File: src/design/msf_pkg.sv
package msf_pkg;

  localparam int SLOTS     = 16;
  localparam int BUF_BYTES = 64;

  localparam int SLOT_W  = (SLOTS > 1) ? $clog2(SLOTS) : 1;
  localparam int CNT_W   = SLOT_W + 1;
  localparam int LEN_W   = $clog2(BUF_BYTES + 1);
  localparam int DEPTH   = SLOTS * BUF_BYTES;
  localparam int ADDR_W  = (DEPTH > 1) ? $clog2(DEPTH) : 1;

  // Fixed field widths of the ports
  localparam int OP_W    = 2;
  localparam int BYTE_W  = 8;
  localparam int KIND_W  = 2;
  localparam int MLEN_W  = 7;
  localparam int NUM_W   = 4;

  // Request queue between front and back; depth is a power of two
  localparam int JQ_DEPTH = 2;
  localparam int JQ_PTR_W = $clog2(JQ_DEPTH);

  typedef enum logic [OP_W-1:0] {
    OP_PUSH    = 2'd0,
    OP_COMMIT  = 2'd1,
    OP_POP     = 2'd2,
    OP_DISCARD = 2'd3
  } op_e;

  typedef enum logic [KIND_W-1:0] {
    KIND_COMMIT  = 2'd0,
    KIND_READ    = 2'd1,
    KIND_DISCARD = 2'd2
  } kind_e;

  typedef enum logic {
    BK_IDLE,
    BK_STREAM
  } back_state_e;

  typedef logic [SLOT_W-1:0] slot_t;
  typedef logic [LEN_W-1:0]  len_t;
  typedef logic [ADDR_W-1:0] addr_t;

  // One classified request, handed from front to back
  typedef struct packed {
    kind_e kind;
    logic  ok;
    len_t  len;
    logic  stream;
    slot_t slot;
    slot_t used;
    slot_t free;
  } job_t;

  function automatic slot_t slot_inc(slot_t s);
    slot_inc = (s == SLOT_W'(SLOTS - 1)) ? '0 : slot_t'(s + 1'b1);
  endfunction

  function automatic addr_t byte_addr(slot_t s, len_t idx);
    byte_addr = addr_t'(ADDR_W'(s) * ADDR_W'(BUF_BYTES)) + addr_t'(idx);
  endfunction

endpackage

File: src/design/msf_job_q.sv
module msf_job_q (
  input  logic           clk_i,
  input  logic           rst_ni,
  input  logic           push_i,
  input  msf_pkg::job_t  push_job_i,
  output logic           full_o,
  output logic           head_valid_o,
  output msf_pkg::job_t  head_job_o,
  input  logic           pop_i,
  input  msf_pkg::slot_t wslot_i,
  output logic           hit_o
);
  import msf_pkg::*;

  job_t                 ent_q [JQ_DEPTH];
  logic [JQ_DEPTH-1:0]  occ_q, occ_d;
  logic [JQ_PTR_W-1:0]  wr_q, rd_q;

  assign full_o       = &occ_q;
  assign head_valid_o = occ_q[rd_q];
  assign head_job_o   = ent_q[rd_q];

  // Flag a queued read of the slot that pushes are about to overwrite
  always_comb begin
    hit_o = 1'b0;
    for (int i = 0; i < JQ_DEPTH; i++) begin
      if (occ_q[i] && ent_q[i].stream && (ent_q[i].slot == wslot_i)) begin
        hit_o = 1'b1;
      end
    end
  end

  always_comb begin
    occ_d = occ_q;
    if (push_i) begin
      occ_d[wr_q] = 1'b1;
    end
    if (pop_i) begin
      occ_d[rd_q] = 1'b0;
    end
  end

  always_ff @(posedge clk_i or negedge rst_ni) begin
    if (!rst_ni) begin
      occ_q <= '0;
      wr_q  <= '0;
      rd_q  <= '0;
    end else begin
      occ_q <= occ_d;
      if (push_i) begin
        wr_q <= wr_q + 1'b1;
      end
      if (pop_i) begin
        rd_q <= rd_q + 1'b1;
      end
    end
  end

  always_ff @(posedge clk_i) begin
    if (push_i) begin
      ent_q[wr_q] <= push_job_i;
    end
  end

endmodule

File: config.mk
export PLATFORM = sky130hd
export DESIGN_NAME = msf_job_q
export DESIGN_NICKNAME = d
export VERILOG_FILES = /design/src/design/msf_pkg.sv /design/src/design/msf_job_q.sv
export SDC_FILE = /design/constraint.sdc
export NUM_CORES = 1
export LEC_CHECK = 0
export ABC_AREA = 1
export BUFFER_PORTS_ARGS = -buffer_cell sky130_fd_sc_hd__buf_4
export CAP_MARGIN = 25
export CELL_PAD_IN_SITES_DETAIL_PLACEMENT = 0
export CELL_PAD_IN_SITES_GLOBAL_PLACEMENT = 1
export CORE_MARGIN = 2
export CORE_UTILIZATION = 30
export CTS_BUF_LIST = sky130_fd_sc_hd__clkbuf_16
export CTS_CLUSTER_SIZE = 24
export DETAILED_ROUTE_END_ITERATION = 6
export PLACE_DENSITY_LB_ADDON = 0.05
export SYNTH_ARGS = -nofsm -noshare
export SYNTH_HDL_FRONTEND = slang
export SYNTH_SLANG_ARGS = --single-unit
File: constraint.sdc
create_clock -name clk_i -period 3.1 [get_ports clk_i]
set_clock_uncertainty 0.2 [all_clocks]
set_input_delay 0.155 -clock clk_i [delete_from_list [all_inputs] [get_ports clk_i]]
set_output_delay 0.155 -clock clk_i [all_outputs]
set_load 0.05 [all_outputs]
-- Word-level counts from Yosys, hierarchy flattened
Memory sizes are Yosys's and may differ from the RTL's.
Cells that the tools add are included.
- bits in registers: 4
- memories: 1
- input bits: 31
- output and inout port bits: 26
- logic and storage cells: 34
- RAM bits: 46
- order comparisons: 4
- $add $sub $neg: 2
- bitwise logic cells: 3
- equal/unequal tests: 2
- reduce and logical (&&, ||, !) cells: 7
- multiplexer cells: 12
- memories (name ; words ; bits a word ; rd ports ; clocked after Yosys merged registers in ; wr ports ; RTL line ; source):
    ent_q ; 2 ; 23 ; 3 ; 0 ; 1 ; msf_job_q.sv:15 ; job_t ent_q [JQ_DEPTH];
- operators with widths (kind ; number):
    $eq A4 B4 Y1 ; 2
    $mux W1 ; 8
    $logic_and A1 B1 Y1 ; 6
    $lt A1 B2 Y1 const B ; 2
    $mux W2 ; 2
    $add A1 B1 Y1 const B ; 2
    $and A2 B2 Y2 ; 1
    $demux W1 S1 ; 2
    $ge A1 B1 Y1 const B ; 2
    $not A2 Y2 ; 1
    $or A2 B2 Y2 ; 1
    $reduce_and A2 Y1 ; 1

-- Logic depth before layout (Yosys ltp)
- depth after elaboration: 8
- mapped depth: 6
- mapped depth without buffers: 6

-- Worst setup path after synthesis
No wires, ideal clock.
- path type: reg-to-reg
- from: register wr_q
- to: memory ent_q[0][0] in the netlist's numbering, enable pin
- stages on the path, launching flop included: 2
- path slack: 1072 ps
- arrival time: 1423 ps
- buffers on the path: 0
- cells stage by stage: dfrtp_1 -> nor2_1
- RTL lines (what ; RTL line ; source):
    from (decl) ; msf_job_q.sv:17 ; logic [JQ_PTR_W-1:0] wr_q, rd_q;
    from (signal assigned) ; msf_job_q.sv:51 ; wr_q <= wr_q + 1'b1;
    to (decl) ; msf_job_q.sv:15 ;
No word-level cell before the write port.

==> impl_metrics.toml <==
[clocking]
clk_latency_ns = 0.28
cts_setup_buffers = 0
clockBufferDepth = 2
clock-sinks = 50
root_buffer = "clkbuf_16"
cts.clk_slew.worst_paths_ns = 0.06
cts_hold_buf = 26
cts.htree.levels = 2
numCtsBuffers = 5
cts_resized = 0
cts_tree = "done"

[synthesis]
yosysWarnings = 0
syn_inst = 179
yosys.area.top_type = "edfxtp_1"
synth_area_per_cell_um2 = 11.21
synth_area_mm2 = 0.002007
synth.distinct_cells = 13
synth_area_leaders = "edfxtp_1 69%, nand2_1 17%, dfrtp_1 5.0%"
ys_ff_latch = 50
synth_nets = 210
seq_area_frac_synth_pct = 73.82
post-synth-top-area-fraction_pct = 68.83

[floorplan]
initial_utilization_pct = 31.25
rows = 29
die-area_mm2 = 0.007360
die_height_um = 85.79
coreArea_mm2 = 0.006422
pin_count = 57
die_w_um = 85.79

[routing]
drt-total-wl_um = 4194
ant_nets = 0
drt_first_pass_iters = 6
dr.first_iter.drc_count = 78
post-route-drc-count = 0
num_vias = 1438
viasPerCell = 4.192
wl_per_cell_um = 12.23

[critical_path]
crit_path_end_kind = "primary output"
start_kind = "register"
reg2reg_slack_ns = 1.37
criticalPathCategory = "register to primary output"
worstPathRequired_ns = 2.74
cp_max_fo = 22
worstPathArrival_ns = 1.66

[layout]
regArea_mm2 = 0.001481
antenna_cells = 0
area_growth_pct = 47.19
nFillCells = 612
layout-drive-gt1-share_pct = 25.19
nets = 296
multi_input_area_um2 = 439.2

[placement]
place_congestion = 0.7961
portBuffers = 56
hpwl_um = 2760

[hold_path]
hold_path_class = "input pin to asynchronous set/reset pin"

[job]
cap_viol_max_count = 0

[timing]
slew_viol_final = 0
worst_slew_pin_slew_ns = 0.9416
rsz0062_at_grt = "no"
max_freq_ghz = 0.4956
finalSetupViolations = 0
finalHoldViolCount = 0
slew_headroom_pct = 37.16
min_period_ns = 2.018
setup_tns_ns = 0
fin_crit_sh_pct = 65.10

[global_route]
grt-ovfl-total = 0
grt.total_usage_pct = 12.07
antenna_found_initial = 0
grt_start_max_net_pins = 30
grt_pass1_wl_um = 6865
grt_pass1_vias = 1514

[pwr]
power_mw = 3.010
power_density_mw_per_mm2 = 1019
p_leak_nw = 1.341
ir_drop_mv = 0.4978

[status]
status = "completed"
[registers in the layout, indices dropped and copies added (netlist names)]
| register | flops |
|---|---|
| ent_q | 46 |
| occ_q | 2 |
| rd_q | 1 |
| wr_q | 1 |
[per-layer routing]
metal	vias to the layer above	routed length [um]	GRT usage, %
li1	749	-	-
met1	646	1951	14.33
met2	38	2008	21.31
met3	5	192	2.887
met4	0	42	4.329
met5	-	0	0
[cells by family (layout without fill, tap and decap cells)]
logic type	Yosys count	count (layout)	share of synthesized area [%]
xor gates and xnor gates	2	2	0.8730
DFF	50	50	73.82
and+or+nand+nor	102	102	19.20
AOI/OAI and AO/OA	6	6	1.683
buffers and inverters	19	106	4.426
[cell usage after synthesis]
| cell type | instances |
|---|---|
| a21oi_2 | 1 |
| buf_2 | 2 |
| nor2_1 | 10 |
| dfrtp_1 | 4 |
| o21ai_0 | 4 |
| nand3_1 | 2 |
| inv_1 | 14 |
| edfxtp_1 | 46 |
| nand2_1 | 90 |
| xor2_1 | 2 |
| a21oi_1 | 1 |
| buf_6 | 1 |
| buf_4 | 2 |
[cell type report]
type | count | area share (%)
clock inverters | 3 | 2.160
flip-flops and latches | 50 | 50.15
multi-input cells | 110 | 14.87
inverters | 14 | 1.779
well taps | 77 | 3.261
clock buffers | 5 | 4.235
repair buffers | 84 | 23.55
[critical path, cell delays in order (launching register included)]
cell and delay (ns):
dfrtp_1 0.38, inv_1 0.57, nand2_1 0.10, nand2_1 0.13, buf_4 0.20
[report_power, final]
group | total, mW | switching, mW | leakage [nW] | internal (mW)
combinational | 1.37 | 0.997 | 0.771 | 0.372
sequential | 0.962 | 0.0574 | 0.479 | 0.904
clock | 0.679 | 0.220 | 0.0915 | 0.459
[stage by stage]
stage / hold WS [ns] / instance area [um^2] / util, % / setup slack, ns / instances
after detailed placement: -0.2459 / 2505 / 39.00 / 1.331 / 309
final: 0.006970 / 2954 / 46.00 / 1.082 / 343
after CTS: 0.008472 / 2954 / 46.00 / 1.020 / 343
after global routing: 0.02737 / 2954 / 46.00 / 0.9324 / 343
after floorplan: -0.3406 / 2007 / - / 1.072 / 179
after global placement: -0.2475 / 2505 / 39.00 / 1.345 / 309
[placed cells by master, fill, tap and decap left out, drive strengths merged, types with 4 or more instances in the layout]
cell type,synthesis,routed
nor2,10,10
edfxtp,46,46
dfrtp,4,4
o21ai,4,4
clkbuf,0,5
dlygate4sd3,0,26
inv,14,14
buf,5,58
nand2,90,90
[path summary, 6_finish.rpt]
kind / to / cells after the start / from
setup / recovery: head_job_o[17] / 4 / rd_q$_DFFE_PN0P_
hold / removal: occ_q[1]$_DFF_PN0_ / 2 / rst_ni
setup reg to reg: ent_q[1][20]$_DFFE_PP_ / 2 / wr_q$_DFFE_PN0P_
hold reg to reg: wr_q$_DFFE_PN0P_ / 1 / wr_q$_DFFE_PN0P_
max in group asynchronous: occ_q[0]$_DFF_PN0_ / 2 / rst_ni
min in group clk_i: wr_q$_DFFE_PN0P_ / 1 / wr_q$_DFFE_PN0P_
No activity file was read; power rests on OpenSTA's default activity.
