`src/design/msf_pkg.sv`:
```
package msf_pkg;

  localparam int SLOTS     = 16;
  localparam int BUF_BYTES = 64;

  localparam int SLOT_W  = (SLOTS > 1) ? $clog2(SLOTS) : 1;
  localparam int CNT_W   = SLOT_W + 1;
  localparam int LEN_W   = $clog2(BUF_BYTES + 1);
  localparam int DEPTH   = SLOTS * BUF_BYTES;
  localparam int ADDR_W  = (DEPTH > 1) ? $clog2(DEPTH) : 1;

  // Fixed field widths of the ports
  localparam int OP_W    = 2;
  localparam int BYTE_W  = 8;
  localparam int KIND_W  = 2;
  localparam int MLEN_W  = 7;
  localparam int NUM_W   = 4;

  // Request queue between front and back; depth is a power of two
  localparam int JQ_DEPTH = 2;
  localparam int JQ_PTR_W = $clog2(JQ_DEPTH);

  typedef enum logic [OP_W-1:0] {
    OP_PUSH    = 2'd0,
    OP_COMMIT  = 2'd1,
    OP_POP     = 2'd2,
    OP_DISCARD = 2'd3
  } op_e;

  typedef enum logic [KIND_W-1:0] {
    KIND_COMMIT  = 2'd0,
    KIND_READ    = 2'd1,
    KIND_DISCARD = 2'd2
  } kind_e;

  typedef enum logic {
    BK_IDLE,
    BK_STREAM
  } back_state_e;

  typedef logic [SLOT_W-1:0] slot_t;
  typedef logic [LEN_W-1:0]  len_t;
  typedef logic [ADDR_W-1:0] addr_t;

  // One classified request, handed from front to back
  typedef struct packed {
    kind_e kind;
    logic  ok;
    len_t  len;
    logic  stream;
    slot_t slot;
    slot_t used;
    slot_t free;
  } job_t;

  function automatic slot_t slot_inc(slot_t s);
    slot_inc = (s == SLOT_W'(SLOTS - 1)) ? '0 : slot_t'(s + 1'b1);
  endfunction

  function automatic addr_t byte_addr(slot_t s, len_t idx);
    byte_addr = addr_t'(ADDR_W'(s) * ADDR_W'(BUF_BYTES)) + addr_t'(idx);
  endfunction

endpackage

```
`src/design/msf_front.sv`:
```
module msf_front (
  input  logic                          clk_i,
  input  logic                          rst_ni,
  input  logic                          in_valid_i,
  output logic                          in_ready_o,
  input  logic [msf_pkg::OP_W-1:0]      op_i,
  input  logic [msf_pkg::BYTE_W-1:0]    data_byte_i,
  input  logic                          hazard_i,
  output msf_pkg::slot_t                wslot_o,
  input  logic                          q_full_i,
  output logic                          job_valid_o,
  output msf_pkg::job_t                 job_o,
  output logic                          mem_we_o,
  output msf_pkg::addr_t                mem_waddr_o,
  output logic [msf_pkg::BYTE_W-1:0]    mem_wdata_o
);
  import msf_pkg::*;

  slot_t w_q, w_d, r_q, r_d;
  len_t  asm_q, asm_d;
  len_t  len_q [SLOTS];

  logic           accept;
  op_e            op;
  logic [CNT_W-1:0] diff;
  slot_t          used_now;
  slot_t          used_after;
  len_t           head_len;
  logic           len_we;

  assign op         = op_e'(op_i);
  assign in_ready_o = !q_full_i && !hazard_i;
  assign accept     = in_valid_i && in_ready_o;
  assign wslot_o    = w_q;

  always_comb begin
    diff = CNT_W'(w_q) - CNT_W'(r_q);
    if (w_q < r_q) begin
      diff = diff + CNT_W'(SLOTS);
    end
    used_now = slot_t'(diff);
  end

  always_comb begin
    head_len = len_q[r_q];
    if (head_len > LEN_W'(BUF_BYTES)) begin
      head_len = LEN_W'(BUF_BYTES);
    end
  end

  assign mem_we_o    = accept && (op == OP_PUSH) && (asm_q < LEN_W'(BUF_BYTES));
  assign mem_waddr_o = byte_addr(w_q, asm_q);
  assign mem_wdata_o = data_byte_i;

  always_comb begin
    w_d         = w_q;
    r_d         = r_q;
    asm_d       = asm_q;
    len_we      = 1'b0;
    used_after  = used_now;
    job_valid_o = 1'b0;
    job_o       = '0;
    job_o.kind  = KIND_COMMIT;
    job_o.slot  = r_q;
    if (accept) begin
      case (op)
        OP_PUSH: begin
          if (asm_q < LEN_W'(BUF_BYTES)) begin
            asm_d = asm_q + 1'b1;
          end
        end
        OP_COMMIT: begin
          job_valid_o = 1'b1;
          asm_d       = '0;
          if (used_now != SLOT_W'(SLOTS - 1)) begin
            len_we     = 1'b1;
            w_d        = slot_inc(w_q);
            used_after = used_now + 1'b1;
            job_o.ok   = 1'b1;
            job_o.len  = asm_q;
          end
        end
        OP_POP, OP_DISCARD: begin
          job_valid_o = 1'b1;
          job_o.kind  = (op == OP_POP) ? KIND_READ : KIND_DISCARD;
          if (used_now != '0) begin
            r_d          = slot_inc(r_q);
            used_after   = used_now - 1'b1;
            job_o.ok     = 1'b1;
            job_o.len    = head_len;
            job_o.stream = (op == OP_POP) && (head_len != '0);
          end
        end
        default: begin
          job_valid_o = 1'b0;
        end
      endcase
    end
    job_o.used = used_after;
    job_o.free = slot_t'(SLOT_W'(SLOTS - 1) - used_after);
  end

  always_ff @(posedge clk_i or negedge rst_ni) begin
    if (!rst_ni) begin
      w_q   <= '0;
      r_q   <= '0;
      asm_q <= '0;
    end else begin
      w_q   <= w_d;
      r_q   <= r_d;
      asm_q <= asm_d;
    end
  end

  always_ff @(posedge clk_i) begin
    if (len_we) begin
      len_q[w_q] <= asm_q;
    end
  end

endmodule

```
`config.mk`:
```
export PLATFORM = sky130hd
export DESIGN_NAME = msf_front
export DESIGN_NICKNAME = d
export VERILOG_FILES = /design/src/design/msf_pkg.sv /design/src/design/msf_front.sv
export SDC_FILE = /design/constraint.sdc
export NUM_CORES = 1
export LEC_CHECK = 0
export BUFFER_PORTS_ARGS = -buffer_cell sky130_fd_sc_hd__buf_2
export CAP_MARGIN = 30
export CORE_MARGIN = 4
export CORE_UTILIZATION = 40
export DETAILED_ROUTE_END_ITERATION = 10
export PLACE_DENSITY = 0.6
export SLEW_MARGIN = 20
export SYNTH_ARGS = -nofsm -noshare
export SYNTH_HDL_FRONTEND = slang
export SYNTH_SLANG_ARGS = --single-unit
```
`constraint.sdc`:
```
create_clock -name clk_i -period 3.4 [get_ports clk_i]
set_input_delay 0.34 -clock clk_i [delete_from_list [all_inputs] [get_ports clk_i]]
set_output_delay 0.34 -clock clk_i [all_outputs]
set_load 0.05 [all_outputs]
```
After elaboration in Yosys (flattened, before gate mapping). Memory sizes are Yosys's and may differ from the RTL's. Index checks and enable logic that the tools add are counted.

Input bits: 15. Logic and storage cells: 63. Bits in registers: 15. Output and inout port bits: 48. Bits in writable memories: 112. Memories kept: 1.

Memories: len_q (words 16, bits a word 7, rd ports 1, clocked after memory_dff 0, write ports 1, RTL line msf_front.sv:21) `len_t len_q [SLOTS];`.

Magnitude comparators: 3. Reductions and logical operators: 16. Multiplexer cells: 24. Equal/unequal tests: 7. Add/sub/neg operators: 9.

Operator list (number): 2-to-1 mux 4 bit (6); adder 4 x 1 -> 4 bit, second input constant (4); one-hot mux 8 bit (2 select lines) (1); 2-to-1 mux 7 bit (2); one-hot mux 7 bit (2 select lines) (1); 2-to-1 mux 11 bit (1); adder 10 x 7 -> 10 bit (1); 2-to-1 mux 9 bit (1); AND reduction 3 bit (3); == test 4 bit, second input constant (2); 2-to-1 mux 1 bit (8); 2-to-1 mux 8 bit (1); one-hot mux 4 bit (2 select lines) (1); adder 7 x 1 -> 7 bit, second input constant (1); > comparator 7 bit, second input constant (1); < comparator 7 bit, second input constant (1); nonzero test 7 bit (1); logical AND 1 bit (5); == test 2 bit, second input constant (2); < comparator 4 bit (1); 2-to-1 mux 2 bit (2); != test 4 bit, second input constant (1); nonzero test 4 bit (1); subtractor 4 x 1 -> 4 bit, second input constant (1); 9 further kinds (10).

Depth between registers and ports, before layout.
Depth after elaboration: 9. Mapped depth: 10. Gate-level depth less buffers: 9.

Least setup slack after synthesis. Ideal clock, no wire load.

Path type: reg2out. From: register r_q[1]. To: output job_o[15] in the netlist's numbering. Path slack: -0.677 ns. Cell stages (with the launch flop): 10. Data arrival time: 3.737 ns. Data required time: 3.060 ns. Cell sequence: dfrtp_1 -> buf_2 -> inv_1 -> ha_1 -> nor2b_1 -> o21a_1 -> or3_1 -> a41o_1 -> buf_2 -> o32ai_1.

RTL lines: start: declaration (RTL line msf_front.sv:19) `slot_t w_q, w_d, r_q, r_d;`; start signal: assignment (RTL line msf_front.sv:110) `r_q <= r_d;`; end: declaration (RTL line msf_front.sv:12) `output msf_pkg::job_t job_o,`.

==> summary.txt <==
Worst setup path
  – WP data arrival: 2.95 ns
  – Kind of critical path: reg2out
  – FF-to-FF setup slack: 0.46 ns
  – R2R cell count: 10
  – R2R Path End: len_q[15][5]
  – Type of destination of the critical path: output pin
  – Crit-path max FO: 7
  – Reg2Reg Launch Point: wslot_o[0]
  – Type of element launching the critical path: flip-flop
  – Crit path required time: 3.06 ns

GRT
  – Antenna violations before repair: 0
  – First-pass GRT wire length: 21100 um
  – Total global routing overflow: 0
  – Largest net degree at the start of global routing: 26
  – GRT Util Overall: 17.1%
  – Vias in the first global route: 3557

STA
  – Fin Clk Skew: 0.00498 ns
  – Tmin final: 3.29 ns
  – Max-slew headroom at the worst pin: 51.9%
  – RSZ-0062 raised after global routing: false
  – Final period utilization: 96.6%
  – Setup TNS: 0 ns
  – Final setup viols: 0
  – Max frequency: 304 MHz
  – Final Max Slew Viols: 0
  – Final Hold Viols: 0
  – Worst setup margin: 0.114 ns
  – Tightest Pin Transition: 0.722 ns

Placed design
  – Placed Area: 6320 um^2
  – Gp weighted congestion: 0.854
  – Cell Count Post-Placement: 592
  – PortBufs: 46
  – HPWL after detailed placement: 8980 um
  – Pre-CTS setup slack: 0.238 ns

Floorplan
  – Row count: 43
  – IO Count: 63
  – Initial core utilization: 41.5%
  – Area of the die: 16600 um^2
  – Die Width: 129 um
  – Core area: 14100 um^2
  – Die Y: 129 um

Clock network
  – CTS root buffer: clkbuf_16
  – CTS Buf Count: 17
  – Worst-path clk slew: 0.06 ns
  – H-tree depth reported by CTS: 4
  – Clock buffer depth: 2
  – Clk_lat worst skew: 0.41 ns
  – Sink Count: 127
  – CTS tree: yes

Logic synthesis
  – XOR/XNOR Fraction of Synth Area: 2.10%
  – Synth warnings: 0
  – Synth Cell Area: 5850 um^2
  – Fraction of the mapped netlist area in simple logic gates: 7.75%
  – Post-synth EDFFs: 112
  – Library cells used by synthesis: 54
  – Post-synthesis sequential area ratio: 63.9%
  – Syn_nets: 411
  – Yosys reg bits: 127
  – Synth Area in Adders: 3.12%
  – Post-Synthesis Cells: 382
  – FFs w/ async S/R, synth: 11.8%
  – Ys flop type: edfxtp_1
  – Compound-Gate Fraction of Synth Area: 7.19%
  – Avg Inst Size Synth: 15.3 um^2
  – Largest family of logic cells by synthesized area: multiplexers
  – Mux share of post-synthesis cell area: 11.7%

Layout
  – # nets final: 471
  – FILL cells: 1187
  – N_diodes: 0
  – Final instance area: 7190 um^2
  – Final cell count without fillers: 634
  – Layout Area Growth over Synthesis: 22.9%
  – Commonest non-fill, non-tap cell in the layout: edfxtp_1
  – Share of cells above drive strength 1: 35.2%
  – Most frequent cells in the layout: edfxtp_1, buf_2, buf_4

Detailed routing
  – WL final: 13700 um
  – Wire length per cell: 21.6 um
  – Drt drc: 0
  – Detailed-route via count: 3519
  – 1st-pass router iterations: 4
  – Vias per cell: 5.55
  – Detail Route Antenna Nets: 0
  – Initial DRC Count: 303

Pwr
  – Lkg Pwr: 2.61 nW
  – Power Dens Cells: 1020 nW/um^2
  – Maximum vdd drop: 0.000818 V
  – Total power: 0.00734 W

Status
  – Run status: completed

Job
  – Maxcap violations: 0

Hold path
  – Hold Crit Class: in2async
-- metrics by stage --
step / hold WS, ns / util [%]
after global placement: 0.270 / 44.9
after global routing: 0.422 / 51.0
after CTS: 0.371 / 49.9
after detailed placement: 0.271 / 44.9
after floorplan: 0.0444 / -
final: 0.376 / 51.0
-- where the power goes --
group | switching (W) | internal [W] | leakage, nW | total [W]
registers | 0.000124 | 0.00179 | 1.20 | 0.00191
clock network | 0.000666 | 0.00122 | 0.291 | 0.00189
logic | 0.00228 | 0.00126 | 1.12 | 0.00354
total | 0.00307 | 0.00427 | 2.61 | 0.00734
-- per-layer routing --
layer / GRT usage [%] / share of wire [%] / wire length (um)
met2: 27.1 / 49 / 6770
met4: 5.50 / 1.2 / 161
met1: 24.3 / 44 / 5990
met5: 0 / 0 / 0
met3: 2.86 / 5.6 / 769
-- critical path, cell delays in order, from the launching register on --
cell and delay [ns]:
dfrtp_2 0.38, clkinvlp_4 0.16, ha_1 0.30, nor2b_1 0.14, o21a_1 0.17, or3_1 0.40, a41o_4 0.33, buf_4 0.18
o32ai_4 0.29, buf_6 0.20
-- what timing repair did --
action,in CTS,in global routing
pin swaps,2,3
hold buffers,1,0
setup buffers,5,4
setup endpoints to repair,15,14
gates resized for setup,13,21
endpoints found under the hold margin,15,0
gates cloned,0,1
-- flip-flops by register name, indices dropped and copies added, names as in the netlist --
register  count
len_q       112
asm_q         7
wslot_o       4
r_q           4
-- worst max-delay path by stage --
stage	from	end	slack (ns)	cells after the start
final	r_q[1]	job_o[15]	0.11	9
after global routing	r_q[1]	job_o[15]	0.003	9
after CTS	wslot_o[0]	job_o[7]	-0.005	11
after detailed placement	wslot_o[0]	job_o[18]	0.24	10
after global placement	wslot_o[0]	len_q[15][5]	0.29	9
after floorplan	wslot_o[0]	job_o[4]	-0.17	10
-- cell type report --
type | instances | area (um^2) | share of cell area, %
multi-input cells | 211 | 2060 | 28.7
repair buffers | 74 | 497 | 6.91
clock inverters | 14 | 190 | 2.65
well taps | 180 | 225 | 3.13
clock buffers | 17 | 425 | 5.92
flip-flops and latches | 127 | 3740 | 52.1
inverters | 11 | 45.0 | 0.627
-- cell families after synthesis --
family / after synthesis
flops: 127
simple gates: 87
compound gates: 57
buf+inv: 44
mux: 39
xor+xnor: 14
fa+ha+maj: 14
-- Yosys cell counts, types with 3 or more instances --
cell / instances / area [um^2]
and2_1: 9 / 56.3
clkbuf_1: 6 / 22.5
edfxtp_1: 112 / 3360
a22o_1: 6 / 52.6
and3_1: 12 / 75.1
inv_1: 10 / 37.5
mux4_2: 22 / 495
ha_1: 13 / 163
o32ai_1: 3 / 26.3
nor2b_1: 5 / 31.3
nand2_1: 25 / 93.8
nor3_1: 4 / 20.0
xor2_1: 4 / 35.0
o21ai_1: 5 / 25.0
nor3b_1: 4 / 30.0
o21ai_0: 5 / 25.0
a211oi_1: 3 / 22.5
buf_4: 16 / 120
a31oi_1: 7 / 43.8
xnor2_1: 10 / 87.6
nand3_1: 3 / 15.0
a21oi_1: 7 / 35.0
buf_2: 10 / 50.1
o211ai_1: 3 / 22.5
nor2_1: 17 / 63.8
dfrtp_1: 15 / 375
mux2i_1: 14 / 140
Note: power is estimated with default switching activity, not from simulation.
