$ cat config.mk
export PLATFORM = sky130hd
export DESIGN_NAME = msf_back
export DESIGN_NICKNAME = d
export VERILOG_FILES = /design/src/design/msf_pkg.sv /design/src/design/msf_back.sv
export SDC_FILE = /design/constraint.sdc
export NUM_CORES = 1
export LEC_CHECK = 0
export BUFFER_PORTS_ARGS = -buffer_cell sky130_fd_sc_hd__clkbuf_2
export CORE_UTILIZATION = 44
export DETAILED_ROUTE_END_ITERATION = 6
export GPL_TIMING_DRIVEN = 0
export PLACE_DENSITY_LB_ADDON = 0.08
export SLEW_MARGIN = 25
export SYNTH_ARGS = -nofsm -noshare
export SYNTH_HDL_FRONTEND = slang
export SYNTH_SLANG_ARGS = --single-unit
export TNS_END_PERCENT = 5
$ cat constraint.sdc
create_clock -name clk_i -period 2.3 [get_ports clk_i]
set_input_delay 0.46 -clock clk_i [delete_from_list [all_inputs] [get_ports clk_i]]
set_output_delay 0.46 -clock clk_i [all_outputs]
set_load 0.1 [all_outputs]
$ cat src/design/msf_pkg.sv
package msf_pkg;

  localparam int SLOTS     = 16;
  localparam int BUF_BYTES = 64;

  localparam int SLOT_W  = (SLOTS > 1) ? $clog2(SLOTS) : 1;
  localparam int CNT_W   = SLOT_W + 1;
  localparam int LEN_W   = $clog2(BUF_BYTES + 1);
  localparam int DEPTH   = SLOTS * BUF_BYTES;
  localparam int ADDR_W  = (DEPTH > 1) ? $clog2(DEPTH) : 1;

  // Fixed field widths of the ports
  localparam int OP_W    = 2;
  localparam int BYTE_W  = 8;
  localparam int KIND_W  = 2;
  localparam int MLEN_W  = 7;
  localparam int NUM_W   = 4;

  // Request queue between front and back; depth is a power of two
  localparam int JQ_DEPTH = 2;
  localparam int JQ_PTR_W = $clog2(JQ_DEPTH);

  typedef enum logic [OP_W-1:0] {
    OP_PUSH    = 2'd0,
    OP_COMMIT  = 2'd1,
    OP_POP     = 2'd2,
    OP_DISCARD = 2'd3
  } op_e;

  typedef enum logic [KIND_W-1:0] {
    KIND_COMMIT  = 2'd0,
    KIND_READ    = 2'd1,
    KIND_DISCARD = 2'd2
  } kind_e;

  typedef enum logic {
    BK_IDLE,
    BK_STREAM
  } back_state_e;

  typedef logic [SLOT_W-1:0] slot_t;
  typedef logic [LEN_W-1:0]  len_t;
  typedef logic [ADDR_W-1:0] addr_t;

  // One classified request, handed from front to back
  typedef struct packed {
    kind_e kind;
    logic  ok;
    len_t  len;
    logic  stream;
    slot_t slot;
    slot_t used;
    slot_t free;
  } job_t;

  function automatic slot_t slot_inc(slot_t s);
    slot_inc = (s == SLOT_W'(SLOTS - 1)) ? '0 : slot_t'(s + 1'b1);
  endfunction

  function automatic addr_t byte_addr(slot_t s, len_t idx);
    byte_addr = addr_t'(ADDR_W'(s) * ADDR_W'(BUF_BYTES)) + addr_t'(idx);
  endfunction

endpackage

$ cat src/design/msf_back.sv
module msf_back (
  input  logic                          clk_i,
  input  logic                          rst_ni,
  input  logic                          job_valid_i,
  input  msf_pkg::job_t                 job_i,
  output logic                          job_ready_o,
  input  msf_pkg::slot_t                wslot_i,
  output logic                          hit_o,
  output logic                          mem_re_o,
  output msf_pkg::addr_t                mem_raddr_o,
  input  logic [msf_pkg::BYTE_W-1:0]    mem_rdata_i,
  output logic                          out_valid_o,
  input  logic                          out_ready_i,
  output logic [msf_pkg::KIND_W-1:0]    resp_kind_o,
  output logic                          ok_o,
  output logic [msf_pkg::MLEN_W-1:0]    msg_len_o,
  output logic [msf_pkg::BYTE_W-1:0]    out_byte_o,
  output logic                          byte_valid_o,
  output logic                          last_o,
  output logic [msf_pkg::NUM_W-1:0]     used_slots_o,
  output logic [msf_pkg::NUM_W-1:0]     free_slots_o
);
  import msf_pkg::*;

  back_state_e state_q, state_d;
  job_t        cur_q;
  len_t        idx_q;

  logic  out_valid_q;
  job_t  out_job_q;
  logic  out_bvalid_q;
  logic  out_last_q;

  logic  can_load;
  logic  load;
  job_t  ld_job;
  logic  ld_bvalid;
  logic  ld_last;
  slot_t rd_slot;
  len_t  rd_idx;

  assign can_load = !out_valid_q || out_ready_i;
  assign hit_o    = (state_q == BK_STREAM) && (cur_q.slot == wslot_i);

  // Next state
  always_comb begin
    state_d = state_q;
    case (state_q)
      BK_IDLE: begin
        if (job_valid_i && can_load && job_i.stream && (job_i.len > LEN_W'(1))) begin
          state_d = BK_STREAM;
        end
      end
      BK_STREAM: begin
        if (can_load && (idx_q == cur_q.len - LEN_W'(1))) begin
          state_d = BK_IDLE;
        end
      end
      default: begin
        state_d = BK_IDLE;
      end
    endcase
  end

  // Outputs
  always_comb begin
    job_ready_o = 1'b0;
    load        = 1'b0;
    ld_job      = job_i;
    ld_bvalid   = 1'b0;
    ld_last     = 1'b1;
    rd_slot     = job_i.slot;
    rd_idx      = '0;
    mem_re_o    = 1'b0;
    case (state_q)
      BK_IDLE: begin
        job_ready_o = can_load;
        if (job_valid_i && can_load) begin
          load      = 1'b1;
          ld_bvalid = job_i.stream;
          ld_last   = !job_i.stream || (job_i.len == LEN_W'(1));
          mem_re_o  = job_i.stream;
        end
      end
      BK_STREAM: begin
        ld_job  = cur_q;
        rd_slot = cur_q.slot;
        rd_idx  = idx_q;
        if (can_load) begin
          load      = 1'b1;
          ld_bvalid = 1'b1;
          ld_last   = (idx_q == cur_q.len - LEN_W'(1));
          mem_re_o  = 1'b1;
        end
      end
      default: begin
        job_ready_o = 1'b0;
      end
    endcase
    mem_raddr_o = byte_addr(rd_slot, rd_idx);
  end

  always_ff @(posedge clk_i or negedge rst_ni) begin
    if (!rst_ni) begin
      state_q     <= BK_IDLE;
      out_valid_q <= 1'b0;
    end else begin
      state_q <= state_d;
      if (load) begin
        out_valid_q <= 1'b1;
      end else if (out_ready_i) begin
        out_valid_q <= 1'b0;
      end
    end
  end

  always_ff @(posedge clk_i) begin
    if (load) begin
      out_job_q    <= ld_job;
      out_bvalid_q <= ld_bvalid;
      out_last_q   <= ld_last;
    end
    if ((state_q == BK_IDLE) && job_valid_i && can_load) begin
      cur_q <= job_i;
      idx_q <= LEN_W'(1);
    end else if ((state_q == BK_STREAM) && can_load) begin
      idx_q <= idx_q + 1'b1;
    end
  end

  assign out_valid_o  = out_valid_q;
  assign resp_kind_o  = out_job_q.kind;
  assign ok_o         = out_job_q.ok;
  assign msg_len_o    = MLEN_W'(out_job_q.len);
  assign out_byte_o   = out_bvalid_q ? mem_rdata_i : '0;
  assign byte_valid_o = out_bvalid_q;
  assign last_o       = out_last_q;
  assign used_slots_o = NUM_W'(out_job_q.used);
  assign free_slots_o = NUM_W'(out_job_q.free);

endmodule

# == Word-level counts from Yosys, hierarchy flattened ==
# Cells that the tools add are included.
# classes
addsub,3
reduce_logical,13
n_mux,18
order_cmp,1
eq_ne,3
bitwise,1
# op_table
cell,n
two-way mux 23 bit,1
adder 10 x 7 -> 10 bit,1
two-way mux 1 bit,10
logical AND 1 bit,8
two-way mux 8 bit,1
one-hot mux 1 bit (2 select lines),4
"adder 7 x 1 -> 7 bit, second input constant",1
"== test 7 x 1 -> 1 bit, second input constant",1
== test 7 bit,1
"greater-than comparator 7 x 1 -> 1 bit, second input constant",1
two-way mux 7 bit,1
"subtractor 7 x 1 -> 7 bit, second input constant",1
== test 4 bit,1
two-way mux 4 bit,1
logical NOT 1 bit,2
logical OR 1 bit,2
nonzero test 2 bit,1
inverter 1 bit,1
# word_totals
reg_bits,52
inputBits,39
out_inout_bits,42

# == Logic depth before layout (Yosys ltp) ==
# Gate-level depths: netlist of the first run.
# depth
depth_word,7
ltp_mapped,7
mapped_depth_nobuf,7

# == Worst setup path after synthesis of the first run ==
# OpenSTA, ideal clock, no wires.
# synth_path
path_type,reg-to-output
from,register state_q
to,output port hit_o
required_time_ns,1.840
arrival_time_ns,3.604
setup_slack_ns,-1.764
path_stages_with_launch,5
n_path_buf,2
cell_sequence,dfrtp_1 clkbuf_8 clkbuf_1 nand2_1 nor4_1
# synth_via
elab_chain_cells,1
# synth_lines
item,line,source
from (decl),msf_back.sv:25,"back_state_e state_q, state_d;"
from (signal assigned),msf_back.sv:108,state_q <= state_d;
logical AND 1 bit,msf_back.sv:43,assign hit_o = (state_q == BK_STREAM) && (cur_q.slot == wslot_i);
to (decl),msf_back.sv:8,"output logic hit_o,"
# Every way passes these cells.

# == Final worst setup path of the first run ==
# layout_path
from,register state_q
to,output port mem_raddr_o[8]
# layout_via
elab_chain_cells,2
# layout_lines
item,line,source
two-way mux 4 bit / two-way mux 7 bit (equally long branches),msf_back.sv:75,case (state_q)
adder 10 x 7 -> 10 bit (*),msf_pkg.sv:61,byte_addr = addr_t'(ADDR_W'(s) * ADDR_W'(BUF_BYTES)) + addr_t'(idx);
to (decl),msf_back.sv:10,"output msf_pkg::addr_t mem_raddr_o,"
# Mark *: on every way between the ends. The rest lies on a longest branch, timed or not.

==> metrics.csv, run 1 <==
metric;value;unit
outcome;finished, violations left;
violations;setup timing;
postLayoutCellArea;3160;um^2
fillers;453;
r2r_end;last_o;
r2r-start;cur_q[13];
die_h;75.2;um
synth_edf_count;42;
drc_errors;0;
peakVddDrop;0.641;mV
syn_nets;215;
track_usage;0.161;
cellLeakagePower;1.30;nW
setup_slack;-109;ps
r2r_slack;160;ps
die_x;75.2;um
use_met3;0.0482;
grt_pass1_vias;1430;
drive_gt1_frac;0.481;
fin_nets;308;
cts_tree;yes;
io_pins;81;
finalSetupViolations;3;
area_growth;34.1;%
hp-class;in2reg;
rows;26;
ys_warn_count;0;
critPathCapture;mem_raddr_o[8];
maxSlewViolCount;0;
routed_via_density;4.78;
ys_seq_area_frac;0.616;
grt_pass1_wl;6.57;mm
ant_nets;0;
grt_setup_unrepaired;true;
critPathArrivalTime;1950;ps
min_period;2410;ps
maxSlewHeadroom;0.439;
die-area;5650;um^2
worst_pin_slew;840;ps
dp.cells;322;
dpl.hpwl;3.16;mm
ys_ff_latch;51;
htreeDepth;2;
syn_inst;172;
numCtsBuffers;5;
crit_path_start;state_q;
cp.required;1840;ps
synth.avg_cell_area;13.7;um^2
grt-ovfl-total;0;
cts.sink_count;51;
diodes;0;
fin_cells;336;
skew;5.71;ps
total_power;3.15;mW
grt_max_degree;28;
clockBufferDepth;2;
criticalPathCategory;reg2out;
cap_violations;0;
gr-usage-met2;0.262;
drt_iter0_markers;40;
power_density;997;nW/um^2
final_common_cell;clkbuf_2;
synthFlopType;edfxtp_1;
root_buffer;clkbuf_8;
path_clk_slew;90;ps
firstDrtPassIters;4;
initial_core_util;0.459;
cp-end-kind;output pin;
wirelength;4.43;mm
port_buffers;80;
max_freq;0.415;GHz
r2r_cells;7;
ys_types;32;
met1_usage;0.211;
busiest_layer;met2;
antenna_found_initial;0;
post_drt_wl_per_cell;13.2;um
vias;1605;
place.gp.congestion;0.718;
worstPathMaxFanout;4;
netlist_area;2360;um^2
core-area;5140;um^2
clock_latency;300;ps
ys_async_sr_fraction;0.0392;
fin_crit_sh;1.05;
hold_viol;0;
placed_area;2880;um^2
final_cell_mix;clkbuf_2 (76), edfxtp_1 (42), mux2_2 (20);
start_kind;flop;
-- repair_timing --
| item | CTS | global route |
|---|---|---|
| gates resized for setup | 19 | 7 |
| pin swaps | 1 | 0 |
| hold endpoints to repair | 2 | 0 |
| setup endpoints to repair | 11 | 4 |
| setup buffers | 4 | 1 |
| hold buffers | 1 | 0 |
-- cell usage after synthesis, drive strengths merged (2+ instances only) --
cell    count  area [um^2]
nand2       9         33.8
buf         2         16.3
xnor2      10         87.6
edfxtp     42         1260
and2       17          106
nor3        5         25.0
dfxtp       7          140
dfrtp       2         50.1
nor4        2         12.5
xor2        9         78.8
or3         3         18.8
ha          4         50.1
o21ai       4         20.0
clkbuf      3         21.3
a22o        2         17.5
a21oi       4         20.0
nor2        8         30.0
nor2b       2         12.5
mux2       22          248
inv         4         15.0
nand3       3         15.0
-- how the worst min path moves through the flow --
| stage | startpoint | end | cells past startpoint |
|---|---|---|---|
| 5_1_grt | job_i[2] | cur_q[2] | 1 |
| 6_report | job_i[10] | cur_q[10] | 1 |
| 3_5_place_dp | rst_ni | out_valid_o | 1 |
| 2_1_floorplan | rst_ni | out_valid_o | 0 |
| 4_1_cts | job_i[0] | cur_q[0] | 1 |
| 3_3_place_gp | rst_ni | out_valid_o | 1 |
-- area by class of cell --
type	count	area, um^2	share of cell area
buffer	5	52.6	0.0166
clock inverter	3	47.5	0.0150
multi-input combinational	112	931	0.295
sequential	51	1450	0.459
clock buffer	5	68.8	0.0218
inverter	4	15.0	0.00475
tap	70	87.6	0.0277
timing repair buffer	86	507	0.160
-- through the flow --
| step | util | setup WS (ps) | setup TNS (ps) | hold WS [ps] |
|---|---|---|---|---|
| after floorplan | - | -525 | -6250 | 164 |
| after global placement | 0.561 | -374 | -982 | 250 |
| after detailed placement | 0.561 | -401 | -1090 | 257 |
| after CTS | 0.609 | -136 | -314 | 329 |
| after global routing | 0.615 | -172 | -437 | 323 |
| final | 0.615 | -109 | -251 | 338 |
-- registers in the layout, summed over array words and instances, names as in the netlist, 2 cells and up --
signal and cells:
cur_q 22, free_slots_o 4, idx_q 7, msg_len_o 7
resp_kind_o 2, used_slots_o 4
-- critical path, cell delays in order, from the launching register on --
cell and delay, ps:
dfrtp_1 400, clkbuf_8 150, buf_8 110, mux2_4 310
ha_4 170, ha_4 160, xor2_4 150, buf_12 190
-- power by group --
group	leakage [nW]	internal, mW	switching (mW)
clock network	0.0587	0.330	0.301
logic	0.766	0.311	1.01
registers	0.470	1.11	0.0812
-- cells by family after synthesis --
kind of cell | synth area share
buffers and inverters | 0.0223
XOR/XNOR | 0.0706
AO/OA/AOI/OAI | 0.0382
multiplexers | 0.109
AND/OR/NAND/NOR | 0.123
flip-flops | 0.616
adder cells (fa/ha/maj) | 0.0212
-- per-layer routing --
metal / part of all wire / vias up
met5: 0 / -
met4: 0.010 / 0
met3: 0.060 / 6
met2: 0.48 / 56
met1: 0.45 / 737
li1: - / 806
Note: power is estimated with default switching activity, not from simulation.
==> run 2: changes to the inputs <==
--- a/config.mk
+++ b/config.mk
@@ -14,4 +14,4 @@
 export SYNTH_ARGS = -nofsm -noshare
 export SYNTH_HDL_FRONTEND = slang
 export SYNTH_SLANG_ARGS = --single-unit
-export TNS_END_PERCENT = 5
+export TNS_END_PERCENT = 1
==> metrics.csv, run 2 (synthesis results as in run 1) <==
metric;value;unit;change
outcome;finished, violations left;;unchanged
violations;setup timing;;unchanged
fillers;462;;was 453
numCtsBuffers;5;;unchanged
die_h;75.2;um;unchanged
grt_setup_unrepaired;true;;unchanged
fin_crit_sh;1.04;;was 1.05
met1_usage;0.222;;was 0.211
die-area;5650;um^2;unchanged
gr-usage-met2;0.278;;was 0.262
top_register;cur_q;;unchanged
min_period;2400;ps;was 2410 ps
cts_tree;yes;;unchanged
criticalPathCategory;reg2out;;unchanged
drt_iter0_markers;31;;was 40
skew;5.81;ps;was 5.71 ps
register_area;1450;um^2;unchanged
dpl.hpwl;3.35;mm;was 3.16 mm
rows;26;;unchanged
fin_util;0.610;;was 0.615
dp.cells;323;;was 322
final_common_cell;clkbuf_2;;unchanged
die_x;75.2;um;unchanged
clockBufferDepth;2;;unchanged
busiest_layer;met2;;unchanged
track_usage;0.170;;was 0.161
root_buffer;clkbuf_8;;unchanged
drive_gt1_frac;0.474;;was 0.481
largest_reg_flops;22;;unchanged
crit_top_cell;ha_4;;unchanged
hold_viol;0;;unchanged
finalSetupViolations;3;;unchanged
power_density;964;nW/um^2;was 997 nW/um^2
cellLeakagePower;1.28;nW;was 1.30 nW
fin_cells;336;;unchanged
cap_violations;0;;unchanged
place.gp.congestion;0.751;;was 0.718
critical-path-max-stage-delay;390;ps;was 400 ps
post_drt_wl_per_cell;13.6;um;was 13.2 um
vias;1627;;was 1,605
area_growth;33.0;%;was 34.1%
maxSlewViolCount;0;;unchanged
cp.required;1840;ps;about the same
grt_pass1_vias;1432;;was 1,430
crit_buf_inv;3;;unchanged
crit_slowest_cell;dfrtp_1;;unchanged
cp-end-kind;output pin;;unchanged
htreeDepth;2;;unchanged
grt_max_degree;21;;was 28
fin_nets;308;;unchanged
worstPathMaxFanout;4;;unchanged
peakVddDrop;0.714;mV;was 0.641 mV
max_freq;0.417;GHz;was 0.415 GHz
maxSlewHeadroom;0.448;;was 0.439
multi_input_area;920;um^2;was 931 um^2
routed_via_density;4.84;;was 4.78
wirelength;4.57;mm;was 4.43 mm
final_cell_mix;clkbuf_2 (75), edfxtp_1 (42), mux2_2 (19);;was clkbuf_2 (76), edfxtp_1 (42), mux2_2 (20)
io_pins;81;;unchanged
firstDrtPassIters;4;;unchanged
antenna_found_initial;0;;unchanged
worst_pin_slew;827;ps;was 840 ps
use_met3;0.0455;;was 0.0482
ant_nets;0;;unchanged
crit_family;buffers and inverters;;unchanged
diodes;0;;unchanged
grt_pass1_wl;6.78;mm;was 6.57 mm
drc_errors;0;;unchanged
initial_core_util;0.459;;unchanged
grt-ovfl-total;0;;unchanged
hold_slack;342;ps;was 338 ps
clock_latency;300;ps;about the same
path_clk_slew;100;ps;was 90 ps
start_kind;flop;;unchanged
setup_slack;-100;ps;was -109 ps
cts.sink_count;51;;unchanged
hp-class;in2reg;;unchanged
cp_cell_sequence;clkbuf_8, buf_8, mux2_4, ha_4, ha_4, xor2_2, buf_12;;was clkbuf_8, buf_8, mux2_4, ha_4, ha_4, xor2_4, buf_12
port_buffers;80;;unchanged
core-area;5140;um^2;unchanged
critPathArrivalTime;1940;ps;was 1950 ps
-- run 2: per-stage QoR --
step	area [um^2]	setup slack, ps	total power, mW	TNS (ps)
2_1_floorplan	2390	-583	2.28	-16350
3_3_place_gp	2880	-375	2.48	-3170
3_5_place_dp	2910	-360	2.50	-908
4_1_cts	3120	-127	3.04	-261
5_1_grt	3140	-157	3.16	-378
6_report	3140	-100	3.02	-200
-- run 2: repair_timing --
action	4_1_cts	5_1_grt
pin swaps	1	0
setup endpoints to repair	11	6
endpoints found under the hold margin	2	0
hold buffers	1	0
setup buffers	4	0
resized for setup	18	7
-- run 2: report_power, final --
group          total [mW]  internal (mW)  switching, mW
clock               0.503          0.212          0.291
sequential           1.19           1.11         0.0811
combinational        1.33          0.308           1.02
total                3.02           1.63           1.39
-- run 2: cell type report --
type / instances / share of cell area
tap: 70 / 0.0279
buffer: 5 / 0.0168
multi-input combinational: 112 / 0.293
inverter: 4 / 0.00479
sequential: 51 / 0.463
clock inverter: 3 / 0.00638
timing repair buffer: 86 / 0.166
clock buffer: 5 / 0.0219
-- run 2: final timing paths --
path | startpoint | end | slack (ps) | cells after the start
min reg2reg | cur_q[6] | used_slots_o[2] | 550 | 1
max reg2reg | cur_q[13] | last_o | 150 | 7
min | job_i[22] | cur_q[22] | 340 | 1
max | state_q | mem_raddr_o[8] | -100 | 7
min in group asynchronous | rst_ni | out_valid_o | 470 | 2
max in group asynchronous | rst_ni | state_q | 1740 | 2
-- run 2: metal layers --
metal  up-vias  wire length [um]
met4         0                56
met2        53              2250
met5         -                 0
met1       760              2000
met3         5               260
li1        809                 -
==> run 3: changes to the inputs <==
--- a/config.mk
+++ b/config.mk
@@ -6,7 +6,7 @@
 export NUM_CORES = 1
 export LEC_CHECK = 0
 export BUFFER_PORTS_ARGS = -buffer_cell sky130_fd_sc_hd__clkbuf_2
-export CORE_UTILIZATION = 44
+export CORE_UTILIZATION = 53
 export DETAILED_ROUTE_END_ITERATION = 6
 export GPL_TIMING_DRIVEN = 0
 export PLACE_DENSITY_LB_ADDON = 0.08
==> constraint.sdc (replaced) <==
create_clock -name clk_i -period 3 [get_ports clk_i]
set_input_delay 0.6 -clock clk_i [delete_from_list [all_inputs] [get_ports clk_i]]
set_output_delay 0.6 -clock clk_i [all_outputs]
set_load 0.1 [all_outputs]
==> metrics.csv, run 3 (synthesis results as in run 1) <==
metric;value;unit;change
grt_setup_unrepaired;false;;was true
worst_pin_slew;873;ps;was 827 ps
track_usage;0.214;;was 0.170
r2r-start;cur_q[13];;unchanged
antenna_found_initial;0;;unchanged
dpl.hpwl;3.33;mm;was 3.35 mm
register_area;1450;um^2;unchanged
numCtsBuffers;5;;unchanged
min_period;2830;ps;
worstPathMaxFanout;19;;was 4
clock_latency;300;ps;about the same
grt_pass1_vias;1554;;was 1,432
r2r_end;last_o;;unchanged
cp_cell_sequence;clkbuf_8, clkbuf_1, and2_1, ha_1, nand3_1, xor2_1, clkbuf_4;;was clkbuf_8, buf_8, mux2_4, ha_4, ha_4, xor2_2, buf_12
final_common_cell;clkbuf_2;;unchanged
drc_errors;0;;unchanged
die_x;68.7;um;was 75.2 um
root_buffer;clkbuf_8;;unchanged
place.gp.congestion;0.765;;was 0.751
drive_gt1_frac;0.452;;was 0.474
hp-class;in2async;;was in2reg
power_density;791;nW/um^2;was 964 nW/um^2
drt_iter0_markers;61;;was 31
vias;1615;;was 1,627
crit_buf_inv;3;;unchanged
skew;4.43;ps;was 5.81 ps
path_clk_slew;80;ps;was 100 ps
largest_reg_flops;22;;unchanged
start_kind;flop;;unchanged
cp-end-kind;output pin;;unchanged
cp.required;2400;ps;was 1840 ps
multi_input_area;870;um^2;was 920 um^2
rows;23;;was 26
max_freq;0.353;GHz;
fin_nets;302;;was 308
dp_slack;221;ps;was -360 ps
core-area;4140;um^2;was 5140 um^2
r2r_cells;7;;unchanged
routed_via_density;5.23;;was 4.84
wirelength;4.61;mm;was 4.57 mm
critPathArrivalTime;2230;ps;was 1940 ps
grt_pass1_wl;7.11;mm;was 6.78 mm
outcome;completed;;was finished, violations left
cts_tree;yes;;unchanged
ant_nets;0;;unchanged
peakVddDrop;0.544;mV;was 0.714 mV
die-area;4720;um^2;was 5650 um^2
grt-ovfl-total;0;;unchanged
grt_max_degree;21;;unchanged
htreeDepth;2;;unchanged
diodes;0;;unchanged
die_h;68.7;um;was 75.2 um
post_drt_wl_per_cell;14.9;um;was 13.6 um
cellLeakagePower;1.23;nW;was 1.28 nW
hold_viol;0;;unchanged
maxSlewHeadroom;0.417;;was 0.448
cts.sink_count;51;;unchanged
clockBufferDepth;2;;unchanged
maxSlewViolCount;0;;unchanged
r2r_slack;840;ps;was 150 ps
fillers;312;;was 462
finalSetupViolations;0;;was 3
area_growth;26.3;%;was 33.0%
initial_core_util;0.569;;was 0.459
setup_slack;168;ps;was -100 ps
firstDrtPassIters;4;;unchanged
crit_family;buffers and inverters;;unchanged
top_register;cur_q;;unchanged
post_cts_buffers;0;;was 4
finalSetupTns;0;ps;was -200 ps
final_cell_mix;clkbuf_2 (78), edfxtp_1 (42), mux2_2 (20);;was clkbuf_2 (75), edfxtp_1 (42), mux2_2 (19)
cap_violations;0;;unchanged
port_buffers;80;;unchanged
crit_slowest_cell;dfrtp_1;;unchanged
fin_crit_sh;0.944;;
post_cts_hold_buffer_count;0;;was 1
criticalPathCategory;reg2out;;unchanged
io_pins;81;;unchanged
critical-path-max-stage-delay;380;ps;was 390 ps
## run 3: what timing repair did
item	CTS	global route
gates cloned	0	0
resized for setup	3	2
endpoints found under the hold margin	0	0
setup endpoints to repair	3	1
## run 3: power by group
group	internal, mW	switching, mW
registers	0.853	0.0654
logic	0.204	0.768
clock network	0.244	0.220
## run 3: per-stage QoR
| step | hold WS (ps) | util | std cells | cell area, um^2 | total power [mW] |
|---|---|---|---|---|---|
| after detailed placement | 391 | 0.691 | 303 | 2870 | 1.91 |
| after CTS | 67.6 | 0.719 | 310 | 2980 | 2.37 |
| after global routing | 61.0 | 0.719 | 309 | 2980 | 2.44 |
| after floorplan | 304 | - | 172 | 2370 | 1.75 |
| final | 68.0 | 0.719 | 309 | 2980 | 2.35 |
| after global placement | 390 | 0.684 | 302 | 2840 | 1.90 |
## run 3: routing by layer
layer | routed length (um) | share of wire | global-route usage | vias up
li1 | - | - | - | 791
met1 | 1870 | 0.41 | 0.249 | 761
met2 | 2390 | 0.52 | 0.382 | 57
met3 | 282 | 0.061 | 0.0493 | 6
met4 | 61 | 0.013 | 0.0791 | 0
met5 | 0 | 0 | 0 | -
## run 3: layout make-up
class	count	area share
plain buffers	4	0.0113
clock inverters	2	0.0126
flip-flops and latches	51	0.487
repair buffers	81	0.147
inverters	4	0.00504
clock buffers	5	0.0231
multi-input cells	112	0.292
well taps	50	0.0210
## run 3: worst max-delay path by stage
stage / startpoint / to / slack (ps) / cells past startpoint
2_1_floorplan: state_q / mem_raddr_o[9] / -350 / 6
3_3_place_gp: state_q / mem_raddr_o[8] / 230 / 7
3_5_place_dp: state_q / mem_raddr_o[8] / 220 / 7
4_1_cts: state_q / mem_raddr_o[8] / 5 / 7
5_1_grt: state_q / mem_raddr_o[9] / 30 / 7
6_report: state_q / mem_raddr_o[9] / 170 / 7
